[src/sv/sic_pkg.sv]
`timescale 1ns / 1ps

package sic_pkg;

    localparam int VALUE_W   = 10;
    localparam int GREATER_W = 16;
    localparam int TOTAL_W   = 32;
    localparam int EPOCH_W   = 8;

    typedef struct packed {
        logic [VALUE_W-1:0] value;
        logic               start_new;
    } sic_in_t;

    typedef struct packed {
        logic [GREATER_W-1:0] greater_before;
        logic [TOTAL_W-1:0]   total_inversions;
        logic                 overflow;
    } sic_out_t;

    typedef enum logic [2:0] {
        S_CLEAR,
        S_IDLE,
        S_WALK,
        S_FINISH,
        S_RESULT
    } sic_state_t;

endpackage

[src/sv/sic_out_slot.sv]
`timescale 1ns / 1ps

module sic_out_slot (
    input  logic              clk,
    input  logic              rst_n,
    input  logic              push_valid,
    input  sic_pkg::sic_out_t push_word,
    output logic              push_ready,
    output logic              valid,
    output sic_pkg::sic_out_t word,
    input  logic              stall
);

    logic              valid_reg, valid_next;
    sic_pkg::sic_out_t word_reg, word_next;

    assign push_ready = !valid_reg || !stall;
    assign valid      = valid_reg;
    assign word       = word_reg;

    always_comb
    begin
        valid_next = valid_reg;
        word_next  = word_reg;
        if (push_valid && push_ready)
        begin
            valid_next = 1'b1;
            word_next  = push_word;
        end
        else if (!stall)
        begin
            valid_next = 1'b0;
        end
    end

    always_ff @(posedge clk or negedge rst_n)
    begin
        if (!rst_n)
        begin
            valid_reg <= 1'b0;
        end
        else
        begin
            valid_reg <= valid_next;
        end
    end

    always_ff @(posedge clk)
    begin
        word_reg <= word_next;
    end

endmodule

[config.mk]
export PLATFORM = sky130hd
export DESIGN_NAME = sic_out_slot
export DESIGN_NICKNAME = d
export VERILOG_FILES = /design/src/sv/sic_pkg.sv /design/src/sv/sic_out_slot.sv
export SDC_FILE = /design/constraint.sdc
export NUM_CORES = 1
export LEC_CHECK = 0
export ABC_AREA = 1
export BUFFER_PORTS_ARGS = -buffer_cell sky130_fd_sc_hd__buf_2
export CORE_AREA = 2 2 69 71
export CTS_BUF_LIST = sky130_fd_sc_hd__clkbuf_2
export DETAILED_ROUTE_END_ITERATION = 7
export DIE_AREA = 0 0 71 73
export PLACE_DENSITY = 0.7
export SLEW_MARGIN = 20
export SYNTH_ARGS = -nofsm -noshare
export SYNTH_HDL_FRONTEND = slang
export SYNTH_SLANG_ARGS = --single-unit
[constraint.sdc]
create_clock -name clk -period 3.2 [get_ports clk]
set_clock_uncertainty 0.1 [all_clocks]
set_input_delay 0.32 -clock clk [delete_from_list [all_inputs] [get_ports clk]]
set_output_delay 0.32 -clock clk [all_outputs]
set_load 0.05 [all_outputs]
[After elaboration in Yosys (flattened, before gate mapping)]
Index checks and enable logic that the tools add are counted.
Word-level totals
  output and inout bits: 51
  memory bits (read-only): 0
  memories kept: 0
  register bits after elaboration: 50
  latch bits: 0
  word-level logic and storage cells: 11
  bits in writable memories: 0
Operators by class
  add/subtract/negate cells: 0
  divide/modulo/power cells: 0
  eq/ne operators: 1
  shift-type cells: 0
  bitwise logic cells: 0
  multiply operators: 0
  reduce and logical (&&, ||, !) cells: 4
  mux-type cells: 2
  $lt $le $gt $ge: 0
Operator list (number)
  $logic_not 1->1: 2
  $mux 1: 2
  $ne 2x1->1 const B: 1
  $logic_and 1x1->1: 1
  $logic_or 1x1->1: 1

[Longest topological paths before layout]
  depth in word-level cells: 4
  depth in mapped cells: 2

[Worst setup path before layout]
Ideal clock, no wire load.
  kind: flip-flop to flip-flop
  start point: reg valid_reg, in the netlist valid
  end point: reg word_reg (netlist bit word[0]), enable pin
  slack: -436 ps
  cell stages (with the launch flop): 2
  arrival time: 3064 ps
  cells stage by stage: dfrtp_1 a21oi_1
Between the ends
  word-level cells in the longest chain between the ends: 3
RTL lines
  from (decl): RTL line sic_out_slot.sv:14  | logic valid_reg, valid_next;
  from (signal assigned): RTL line sic_out_slot.sv:44  | valid_reg <= valid_next;
  $logic_not 1->1: RTL line sic_out_slot.sv:17  | assign push_ready = !valid_reg || !stall;
  $logic_or 1x1->1: RTL line sic_out_slot.sv:17
  $logic_and 1x1->1: RTL line sic_out_slot.sv:25  | if (push_valid && push_ready)
  to (signal assigned): RTL line sic_out_slot.sv:50  | word_reg <= word_next;
  to (decl): RTL line sic_out_slot.sv:15  | sic_pkg::sic_out_t word_reg, word_next;
Every way passes these cells.
A chain may end at the register's enable or synchronous reset.

[Worst setup path after layout]
  start point: reg valid_reg, in the netlist valid
  end point: out push_ready
Between the ends
  word-level cells in the longest chain between the ends: 2
RTL lines
  $logic_not 1->1: RTL line sic_out_slot.sv:17
  $logic_or 1x1->1: RTL line sic_out_slot.sv:17
  to (decl): RTL line sic_out_slot.sv:8  | output logic push_ready,
Every way passes these cells.

==> out/results.ini <==
[timing]
clock.fmax_mhz = 587
setup_viol = 0
tightest_slew_ns = 0.612
setup_tns_ns = 0
fin_ws_ns = 1.50
min_period_over_period_pct = 53.2
grt_setup_unrepaired = no
slew_viol_final = 0
finalHoldViolations = 0
fin_crit_ns = 1.70
fin_hold_ws_ns = 0.0884
timing.slew.headroom_pct = 59.2

[global_route]
grt_use_total_pct = 15.5
grt_pass1_vias = 1249
antenna_found_initial = 0
overflow = 0
grt_max_degree = 50
grt_pass1_wl_um = 5830

[power_and_ir_drop]
sw_frac_of_total_pct = 27.2
seqPwrFrac_pct = 57.1
power_mw = 1.35
leakage_nw = 1.15
intPower_uw = 984
p_comb_share_pct = 19.2
peakVddDrop_uv = 330
clkPwrFrac_pct = 23.8
switchingPower_uw = 367
powerDensity_nw_per_um2 = 502

[worst_setup_path]
cp.arrival_ns = 1.28
start_kind = register
cp.required_ns = 2.78
endpoint_kind = output pin
reg2reg_depth = 2
critical_path_class = register to output pin
worst-path-max-fanout = 3

[logic_synthesis]
synthXorXnorAreaFrac_pct = 0
synth_compound_area_share_pct = 0.331
synth_area_leaders = edfxtp_1 97%, dfrtp_1 1.7%, nand2_1 0.50%
post-synth-top-area-cell = edfxtp_1
synth_area_per_cell_um2 = 28.0
synth_top_family_by_area = simple AND/OR/NAND/NOR gates
netlist_area_um2 = 1510
yosys_warnings = 0
synth_cell_type_count = 5
netlist_instances = 54
yosys.area_share.simple_pct = 0.496
synth.top_cell.area_share_pct = 97.3
yosysSeqAreaShare_pct = 98.9
synthAdderAreaFrac_pct = 0
synth_fp_nets = 107
synth_mux_area_share_pct = 0
ys_ff_latch = 50

[flow_run]
drv_cap = 0

[final_layout]
final_area_um2 = 2690
fin_cells = 271
syn_to_final_growth_pct = 78.0
nNetsFinal = 269
final_core_util_pct = 59.4
drive_above_1_share_pct = 52.1
largest_reg_flops = 49
insertedDiodeCount = 0
fillers = 340

[placed_design]
globalplace.congestion = 0.652
dp.cells = 212
preCtsSetupSlack_ns = 1.63
place_area_um2 = 2110
portBuffers = 103

[die]
io_pins = 104
die_h_um = 73
die_w_um = 71
start_util_pct = 33.4
rows = 25
core_area_um2 = 4540
dieArea_um2 = 5180

[cts]
htreeDepth = 2
cts-root-buf = clkbuf_2
postCtsSetupBuffers = 0
numCtsBuffers = 5
path_clk_slew_ns = 0.23
clock_path_buffers = 2
cts.sinks = 50
cts_tree = done
worst_skew_pair.late_latency_ns = 0.39

[route]
detail-route-antenna-nets = 0
drtIter0Drc = 38
dr_total_vias = 1153
first_pass_iters = 4
detail_route.drc_violations = 0
via_per_inst = 4.25
routedWlPerCell_um = 14.5
wl_um = 3920

[min_path]
worstHoldPathType = input pin to async pin

[run_status]
status = completed

Yosys cell counts:
cell type,number
dfrtp_1,1
inv_1,1
edfxtp_1,49
a21oi_1,1
nand2_1,2
worst max-delay path: stages (launching register included):
cell	delay (ns)
dfrtp_1	0.50
nand2_1	0.12
buf_2	0.27
layout by cell type (no fill, tap or decap):
master         count
buf_2            103
dlygate4sd3_1     51
edfxtp_1          49
clkbuf_2           6
nand2_1            2
inv_1              1
a21oi_4            1
clkinvlp_4         1
bufinv_16          1
buf_4              1
dfrtp_1            1
path summary, 6_finish.rpt:
kind / from / end / slack (ns)
max: valid$_DFFE_PN0P_ / push_ready / 1.50
min: rst_n / valid$_DFFE_PN0P_ / 0.09
max reg2reg: valid$_DFFE_PN0P_ / word[1]$_DFFE_PP_ / 1.55
min reg2reg: valid$_DFFE_PN0P_ / valid$_DFFE_PN0P_ / 0.57
max in group asynchronous: rst_n / valid$_DFFE_PN0P_ / 2.83
min in group clk: stall / valid$_DFFE_PN0P_ / 0.10
final cells by class:
cell class / count / area, µm² / area share (%)
Clock buffer: 6 / 30.0 / 1.12
Clock inverter: 2 / 37.5 / 1.39
Inverter: 1 / 3.75 / 0.139
Multi-Input combinational cell: 3 / 23.8 / 0.883
Sequential cell: 50 / 1500 / 55.6
Tap cell: 54 / 67.6 / 2.51
Timing Repair Buffer: 155 / 1030 / 38.4
layer usage:
layer / GRT usage, % / vias to the layer above / part of all wire [%]
li1: - / 535 / -
met1: 15.4 / 538 / 35
met2: 27.4 / 74 / 52
met3: 7.73 / 6 / 11
met4: 6.92 / 0 / 1.6
met5: 0 / - / 0
cell families after synthesis:
kind of cell           after synthesis
buffers and inverters                1
and+or+nand+nor                      2
AOI/OAI and AO/OA                    1
DFF                                 50
power by group through the flow:
| stage | sequential [mW] | clock [mW] | combinational, mW |
|---|---|---|---|
| after floorplan | 0.910 | 0 | 0.0162 |
| final | 0.771 | 0.322 | 0.259 |
| after global placement | 0.784 | 0 | 0.207 |
| after detailed placement | 0.785 | 0 | 0.209 |
| after global routing | 0.775 | 0.358 | 0.272 |
| after CTS | 0.771 | 0.337 | 0.256 |
repair_timing:
action | 4_1_cts | 5_1_grt
hold buffers | 51 | 0
hold endpoints to repair | 51 | 0
gates resized for setup | 0 | 0
(Power assumes the default switching activity.)
