File: src/sv/sic_pkg.sv
`timescale 1ns / 1ps

package sic_pkg;

    localparam int VALUE_W   = 10;
    localparam int GREATER_W = 16;
    localparam int TOTAL_W   = 32;
    localparam int EPOCH_W   = 8;

    typedef struct packed {
        logic [VALUE_W-1:0] value;
        logic               start_new;
    } sic_in_t;

    typedef struct packed {
        logic [GREATER_W-1:0] greater_before;
        logic [TOTAL_W-1:0]   total_inversions;
        logic                 overflow;
    } sic_out_t;

    typedef enum logic [2:0] {
        S_CLEAR,
        S_IDLE,
        S_WALK,
        S_FINISH,
        S_RESULT
    } sic_state_t;

endpackage

File: src/sv/sic_walker.sv
`timescale 1ns / 1ps

module sic_walker #(
    parameter int VALUE_BITS = 10,
    parameter int MAX_ITEMS  = 65535
) (
    input  logic               clk,
    input  logic               rst_n,
    input  logic               in_valid,
    input  sic_pkg::sic_in_t   in_word,
    output logic               in_stall,
    output logic               wr_en,
    output logic [VALUE_BITS:0] wr_addr,
    output logic [sic_pkg::EPOCH_W+$clog2(MAX_ITEMS+1)-1:0] wr_data,
    output logic [VALUE_BITS:0] rd_addr_a,
    output logic [VALUE_BITS:0] rd_addr_b,
    input  logic [sic_pkg::EPOCH_W+$clog2(MAX_ITEMS+1)-1:0] rd_data_a,
    input  logic [sic_pkg::EPOCH_W+$clog2(MAX_ITEMS+1)-1:0] rd_data_b,
    output logic               res_valid,
    output sic_pkg::sic_out_t  res_word,
    input  logic               res_ready
);

    localparam int NODE_W = VALUE_BITS + 1;
    localparam int CNT_W  = $clog2(MAX_ITEMS + 1);
    localparam int LVL_W  = $clog2(VALUE_BITS + 1);
    localparam int EW     = sic_pkg::EPOCH_W;
    localparam int TW     = sic_pkg::TOTAL_W;

    sic_pkg::sic_state_t state_reg, state_next;
    logic [EW-1:0]     epoch_reg, epoch_next;
    logic [NODE_W-1:0] clr_addr_reg, clr_addr_next;
    logic              pend_reg, pend_next;
    logic              ins_reg, ins_next;
    logic [LVL_W-1:0]  lvl_reg, lvl_next;
    logic [NODE_W-1:0] node_reg, node_next;
    logic              p_valid_reg, p_valid_next;
    logic [NODE_W-1:0] p_node_reg, p_node_next;
    logic [CNT_W-1:0]  acc_reg, acc_next;
    logic [TW-1:0]     total_reg, total_next;
    logic [CNT_W-1:0]  elem_reg, elem_next;
    logic              ovf_reg, ovf_next;

    logic [CNT_W-1:0]  eff_a;
    logic [CNT_W-1:0]  eff_b;
    logic [TW:0]       sum;
    logic [TW-1:0]     acc_wide;
    logic [TW-1:0]     new_total;
    logic              new_ovf;
    logic [VALUE_BITS-1:0] in_value;

    assign in_value = VALUE_BITS'(in_word.value);

    // An entry written in an older sequence reads as zero.
    assign eff_a = (rd_data_a[EW+CNT_W-1:CNT_W] == epoch_reg) ? rd_data_a[CNT_W-1:0] : '0;
    assign eff_b = (rd_data_b[EW+CNT_W-1:CNT_W] == epoch_reg) ? rd_data_b[CNT_W-1:0] : '0;

    assign rd_addr_a = node_reg;
    assign rd_addr_b = {node_reg[NODE_W-1:1], ~node_reg[0]};

    assign wr_en   = (state_reg == sic_pkg::S_CLEAR) || (p_valid_reg && ins_reg);
    assign wr_addr = (state_reg == sic_pkg::S_CLEAR) ? clr_addr_reg : p_node_reg;
    assign wr_data = (state_reg == sic_pkg::S_CLEAR) ? '0 : {epoch_reg, eff_a + CNT_W'(1)};

    assign in_stall = (state_reg != sic_pkg::S_IDLE);

    assign acc_wide = TW'(acc_reg);
    assign sum      = {1'b0, total_reg} + {1'b0, acc_wide};

    always_comb
    begin
        if (ins_reg)
        begin
            new_total = sum[TW] ? '1 : sum[TW-1:0];
            new_ovf   = ovf_reg | sum[TW];
        end
        else
        begin
            new_total = total_reg;
            new_ovf   = 1'b1;
        end
    end

    always_comb
    begin
        res_word.greater_before   = (acc_wide > TW'(32'hFFFF)) ? 16'hFFFF
                                                               : acc_wide[15:0];
        res_word.total_inversions = new_total;
        res_word.overflow         = new_ovf;
    end

    always_comb
    begin
        state_next    = state_reg;
        epoch_next    = epoch_reg;
        clr_addr_next = clr_addr_reg;
        pend_next     = pend_reg;
        ins_next      = ins_reg;
        lvl_next      = lvl_reg;
        node_next     = node_reg;
        p_valid_next  = 1'b0;
        p_node_next   = node_reg;
        acc_next      = acc_reg;
        total_next    = total_reg;
        elem_next     = elem_reg;
        ovf_next      = ovf_reg;
        res_valid     = 1'b0;

        if (p_valid_reg && (p_node_reg != NODE_W'(1)) && !p_node_reg[0])
        begin
            acc_next = acc_reg + eff_b;
        end

        case (state_reg)
            sic_pkg::S_CLEAR:
            begin
                clr_addr_next = clr_addr_reg + NODE_W'(1);
                if (clr_addr_reg == '1)
                begin
                    state_next = pend_reg ? sic_pkg::S_WALK : sic_pkg::S_IDLE;
                    pend_next  = 1'b0;
                end
            end
            sic_pkg::S_IDLE:
            begin
                if (in_valid)
                begin
                    node_next = {1'b1, in_value};
                    lvl_next  = '0;
                    acc_next  = '0;
                    if (in_word.start_new)
                    begin
                        total_next = '0;
                        elem_next  = '0;
                        ovf_next   = 1'b0;
                        ins_next   = 1'b1;
                        if (epoch_reg == '1)
                        begin
                            epoch_next    = '0;
                            clr_addr_next = '0;
                            pend_next     = 1'b1;
                            state_next    = sic_pkg::S_CLEAR;
                        end
                        else
                        begin
                            epoch_next = epoch_reg + EW'(1);
                            state_next = sic_pkg::S_WALK;
                        end
                    end
                    else
                    begin
                        ins_next   = (elem_reg < CNT_W'(MAX_ITEMS));
                        state_next = sic_pkg::S_WALK;
                    end
                end
            end
            sic_pkg::S_WALK:
            begin
                p_valid_next = 1'b1;
                node_next    = node_reg >> 1;
                lvl_next     = lvl_reg + LVL_W'(1);
                if (lvl_reg == LVL_W'(VALUE_BITS))
                begin
                    state_next = sic_pkg::S_FINISH;
                end
            end
            sic_pkg::S_FINISH:
            begin
                state_next = sic_pkg::S_RESULT;
            end
            sic_pkg::S_RESULT:
            begin
                res_valid = 1'b1;
                if (res_ready)
                begin
                    total_next = new_total;
                    ovf_next   = new_ovf;
                    if (ins_reg)
                    begin
                        elem_next = elem_reg + CNT_W'(1);
                    end
                    state_next = sic_pkg::S_IDLE;
                end
            end
            default:
            begin
                state_next = sic_pkg::S_IDLE;
            end
        endcase
    end

    always_ff @(posedge clk or negedge rst_n)
    begin
        if (!rst_n)
        begin
            state_reg    <= sic_pkg::S_CLEAR;
            epoch_reg    <= '0;
            clr_addr_reg <= '0;
            pend_reg     <= 1'b0;
            ins_reg      <= 1'b0;
            lvl_reg      <= '0;
            p_valid_reg  <= 1'b0;
            acc_reg      <= '0;
            total_reg    <= '0;
            elem_reg     <= '0;
            ovf_reg      <= 1'b0;
        end
        else
        begin
            state_reg    <= state_next;
            epoch_reg    <= epoch_next;
            clr_addr_reg <= clr_addr_next;
            pend_reg     <= pend_next;
            ins_reg      <= ins_next;
            lvl_reg      <= lvl_next;
            p_valid_reg  <= p_valid_next;
            acc_reg      <= acc_next;
            total_reg    <= total_next;
            elem_reg     <= elem_next;
            ovf_reg      <= ovf_next;
        end
    end

    always_ff @(posedge clk)
    begin
        node_reg   <= node_next;
        p_node_reg <= p_node_next;
    end

    a_greater_bounded: assert property (@(posedge clk) disable iff (!rst_n)
        (state_reg == sic_pkg::S_RESULT) |-> (acc_reg <= elem_reg))
        else $error("greater count exceeds elements in the tree");

    a_no_write_idle: assert property (@(posedge clk) disable iff (!rst_n)
        (state_reg == sic_pkg::S_IDLE) |-> !wr_en)
        else $error("tree write while idle");

    a_ovf_sticky: assert property (@(posedge clk) disable iff (!rst_n)
        (ovf_reg && !(state_reg == sic_pkg::S_IDLE && in_valid && in_word.start_new))
        |=> ovf_reg)
        else $error("overflow flag cleared without a new sequence");

    a_total_monotonic: assert property (@(posedge clk) disable iff (!rst_n)
        !(state_reg == sic_pkg::S_IDLE && in_valid && in_word.start_new)
        |=> (total_reg >= $past(total_reg)))
        else $error("inversion total decreased within a sequence");

endmodule

File: config.mk
export PLATFORM = sky130hd
export DESIGN_NAME = sic_walker
export DESIGN_NICKNAME = d
export VERILOG_FILES = /design/src/sv/sic_pkg.sv /design/src/sv/sic_walker.sv
export SDC_FILE = /design/constraint.sdc
export NUM_CORES = 1
export LEC_CHECK = 0
export BUFFER_PORTS_ARGS = -buffer_cell sky130_fd_sc_hd__buf_2
export CELL_PAD_IN_SITES_DETAIL_PLACEMENT = 1
export CELL_PAD_IN_SITES_GLOBAL_PLACEMENT = 1
export CORE_MARGIN = 5
export CORE_UTILIZATION = 30
export CTS_CLUSTER_SIZE = 24
export DETAILED_ROUTE_END_ITERATION = 10
export PLACE_DENSITY = 0.63
export SETUP_SLACK_MARGIN = 0.15
export SLEW_MARGIN = 20
export SYNTH_ARGS = -nofsm -noshare
export SYNTH_HDL_FRONTEND = slang
export SYNTH_SLANG_ARGS = --single-unit
File: constraint.sdc
create_clock -name clk -period 5.03 [get_ports clk]
set_input_delay 0.7545 -clock clk [delete_from_list [all_inputs] [get_ports clk]]
set_output_delay 0.7545 -clock clk [all_outputs]
set_load 0.005 [all_outputs]
# After elaboration in Yosys (flattened, before gate mapping)
# Cells that the tools add are included.
[totals]
register_bits = 116
inputBits = 63
out_inout_bits = 109
word_cells = 108
[op_classes]
n_addsub = 7
n_lt_le_gt_ge = 2
eq_ne = 18
mux = 49
n_bitwise = 2
reduce_logical = 17
[op_table]
columns = ["cell", "count"]
rows = [
  ["$mux 16", 10],
  ["$mux 32", 5],
  ["$pmux 32 s2", 1],
  ["$mux 11", 5],
  ["$pmux 11 s2", 2],
  ["$add 32x16->33", 1],
  ["$add 16x1->16 const B", 2],
  ["$pmux 16 s2", 1],
  ["$mux 24", 1],
  ["$add 16x16->16", 1],
  ["$eq 8x8->1", 2],
  ["$gt 16x16->1 const B", 1],
  ["$lt 16x16->1 const B", 1],
  ["$mux 3", 5],
  ["$pmux 3 s5", 1],
  ["$ne 2x2->1 const B", 6],
  ["$reduce_and 4->1", 3],
  ["$add 11x1->11 const B", 1],
  ["$eq 11x11->1 const B", 1],
  ["$mux 1", 11],
  ["$ne 11x1->1 const B", 1],
  ["$reduce_and 5->1", 2],
  ["$add 8x1->8 const B", 1],
  ["$eq 8x8->1 const B", 1],
  ["other kinds (21)", 29],
]

# Depth between registers and ports, before layout
[logic_depth]
word_depth = 6
mapped_depth = 14
depth_no_buf = 13

# Least setup slack after synthesis
# No wires, ideal clock.
[synth_path]
kind = "flip-flop to output port"
start = "reg acc_reg[0]"
end = "out res_word[23] in the netlist's numbering"
arrival_ns = 2.608
required_time_ns = 4.276
slack_ns = 1.668
stages_incl_launch_ff = 11
path_buffers = 1
cell_sequence = "dfrtp_1 ha_1 fa_1 a211oi_1 o21ba_2 a21o_1 o21a_1 buf_2 nor2_1 nand2_1 mux2_2"
[synth_rtl]
columns = ["element", "line", "source"]
rows = [
  ["start, declared", "sic_walker.sv:39", "logic [CNT_W-1:0] acc_reg, acc_next;"],
  ["start signal, assigned", "sic_walker.sv:217", "acc_reg <= acc_next;"],
  ["end, declared", "sic_walker.sv:20", "output sic_pkg::sic_out_t res_word,"],
]

==> run_results.csv <==
group,metric,value,unit
finish,largest_register_ffs,32,
yosys,synth_common_cells,"nand2_1 (158), nor2_1 (121), dfrtp_1 (94), a21oi_1 (71), o21ai_0 (56)",
drt,wirelength,25600,um
clocking,hold_buffers,0,
timing,whs,0.373,ns
finish,fill_cells,3199,
placed_design,io_buffers,171,
drt,via_per_inst,5.10,
finish,area_delta_synth_final,21.3,%
placed_design,place_ws,1.10,ns
floorplan,core-area,26100,um^2
setup_path,rr_startpoint,"epoch_reg[2]$_DFFE_PN0P_",
setup_path,start_kind,"flop",
power,power_per_cell_area,423,nW/um^2
timing,finClkSkew,0.0124,ns
floorplan,ios,172,
finish,register_area,2900,um^2
yosys,async_reset_ff_frac,0.810,
finish,final_nets,1223,
power,total_leakage_power,4.67,nW
yosys,netlist_top_cells_area,"dfrtp_1 (29%), nand2_1 (7.4%), ha_1 (5.8%), nor2_1 (5.7%), xnor2_1 (4.9%)",
clocking,clock-sinks,116,
floorplan,die-area,30000,um^2
placed_design,dp_hpwl,19400,um
setup_path,worst-r2r-setup-slack,1.74,ns
clocking,clock_latency,0.42,ns
setup_path,cp.arrival,3.58,ns
setup_path,critical_path_required,4.28,ns
yosys,synth_edf_count,11,
yosys,yosysMostFrequentCell,"nand2_1",
yosys,syn-num-nets,1073,
setup_path,rr_endpoint,"acc_reg[11]$_DFF_PN0_",
timing,fmax,230,MHz
setup_path,crit_path_end_kind,"output port",
clocking,cts_setup_buffers,0,
timing,finalHoldViolations,0,
grt,grt_usage,0.173,
yosys,ys_warn_count,0,
clocking,max-clock-path-buffers,2,
grt,grt_pass1_vias,7962,
yosys,yosysSeqAreaShare,0.363,
yosys,synth_top_area_share,0.294,
run,cap_violations,0,
yosys,yosysTopAreaCell,"dfrtp_1",
yosys,synthCells,971,
clocking,cts_tree,"yes",
grt,grt_pass1_wl,42800,um
finish,multi_input_area,4770,um^2
drt,wl_per_cell,17.5,um
finish,drive_above_1_share,0.216,
clocking,h-tree-depth,4,
timing,rsz0062_at_grt,"no",
timing,worst_slew_pin_slew,0.919,ns
yosys,synthFlopType,"dfrtp_1",
drt,firstDrtPassIters,4,
floorplan,die_w,173,um
drt,vias,7486,
clocking,cts_made_buffers,17,
grt,grt_max_degree,49,
clocking,cts_resized,0,
yosys,synth_area_per_cell,8.23,um^2
floorplan,die_h,173,um
timing,maxSlewViolCount,0,
clocking,clk_pin_slew_worst_paths,0.06,ns
timing,setup_viol,0,
yosys,synth.distinct_cells,67,
setup_path,cp_max_fo,13,
yosys,synth_seq_cells,116,
floorplan,start_util,0.306,
placed_design,place_congestion,0.792,
drt,drc,0,
drt,ant_nets,0,
timing,tns,0,ns
grt,grt_overflow,0,
setup_path,worstSetupPathType,"reg2out",
setup_path,reg2reg_depth,13,
worst_hold_path,hp-class,"in2async",
timing,finalCritPeriodShare,0.863,
grt,antenna_found_initial,0,
status,outcome,"completed",
drt,drtIter0Drc,276,
timing,max-slew-margin-rel,0.384,
clocking,cts-root-buf,"clkbuf_16",
power,vdd_ir_drop_max,0.208,mV
yosys,synth_area,7990,um^2
floorplan,num_rows,59,
timing,layout_setup_ws,0.691,ns
finish,antenna_cells,0,
timing,period_minus_slack,4.34,ns
-- where the power goes --
| group | internal [mW] | switching [mW] |
|---|---|---|
| Combinational | 0.581 | 0.897 |
| Sequential | 1.18 | 0.236 |
| Clock | 0.682 | 0.520 |
-- cell families (layout without fill, tap and decap cells) --
group                    after synthesis  after routing  synth area share
multiplexers                           9              9            0.0121
AND/OR/NAND/NOR                      447            447             0.274
buffers and inverters                 72            235            0.0413
XOR/XNOR                              81             81            0.0887
adder cells (fa/ha/maj)               39             39            0.0629
flip-flops                           116            116             0.363
AO/OA/AOI/OAI                        207            207             0.158
-- how the worst max path moves through the flow --
stage | from | to | slack (ns) | cells past startpoint
3_3_place_gp | acc_reg[0]$_DFF_PN0_ | res_word[13] | 1.19 | 11
2_1_floorplan | acc_reg[0]$_DFF_PN0_ | res_word[23] | 1.67 | 10
3_5_place_dp | acc_reg[0]$_DFF_PN0_ | res_word[13] | 1.10 | 11
5_1_grt | acc_reg[0]$_DFF_PN0_ | res_word[16] | 0.42 | 11
6_report | acc_reg[0]$_DFF_PN0_ | res_word[13] | 0.69 | 11
4_1_cts | acc_reg[0]$_DFF_PN0_ | res_word[13] | 0.64 | 11
-- per-stage QoR --
step                      cells  area (um^2)  utilization  power [mW]
after floorplan             971         7990            -        2.33
after global placement     1437         9120        0.349        2.92
after detailed placement   1437         9120        0.349        2.94
after CTS                  1469         9690        0.371        4.17
after global routing       1469         9690        0.371        4.41
final                      1469         9690        0.371        4.10
-- layer usage --
metal  vias up  global-route usage  wire length, um
met1      3673               0.224            12000
met4         0              0.0399              207
li1       3682                   -                -
met5         -                   0                0
met2       118               0.301            12600
met3        13              0.0308              791
-- layout by cell type (no fill, tap or decap), drive strengths merged, types with 15 or more instances in the layout --
| cell type | synthesis | routed |
|---|---|---|
| buf | 20 | 183 |
| nand2 | 158 | 158 |
| nor2 | 122 | 122 |
| dfrtp | 94 | 94 |
| a21oi | 71 | 71 |
| o21ai | 58 | 58 |
| xnor2 | 45 | 45 |
| ha | 37 | 37 |
| xor2 | 36 | 36 |
| and2 | 33 | 33 |
| inv | 20 | 32 |
| nand3 | 26 | 26 |
| nor3 | 23 | 23 |
| nand4 | 21 | 21 |
| clkbuf | 32 | 18 |
| a211oi | 16 | 16 |
| a21o | 15 | 15 |
-- worst max-delay path, cell delays in order, from the launching register on --
cell and delay, ns:
dfrtp_1 0.41, ha_1 0.26, fa_1 0.44, a211oi_1 0.32
o21ba_2 0.22, a21o_1 0.19, o21a_1 0.56, nor3_2 0.10
buf_4 0.22, a21oi_1 0.19, a21oi_1 0.09, buf_2 0.15
-- cell type report --
| class | instances | area share |
|---|---|---|
| flip-flops and latches | 116 | 0.299 |
| repair buffers | 183 | 0.0978 |
| well taps | 335 | 0.0432 |
| clock buffers | 18 | 0.0465 |
| multi-input cells | 783 | 0.492 |
| clock inverters | 14 | 0.0129 |
| inverters | 20 | 0.00774 |
Note: power is estimated with default switching activity, not from simulation.
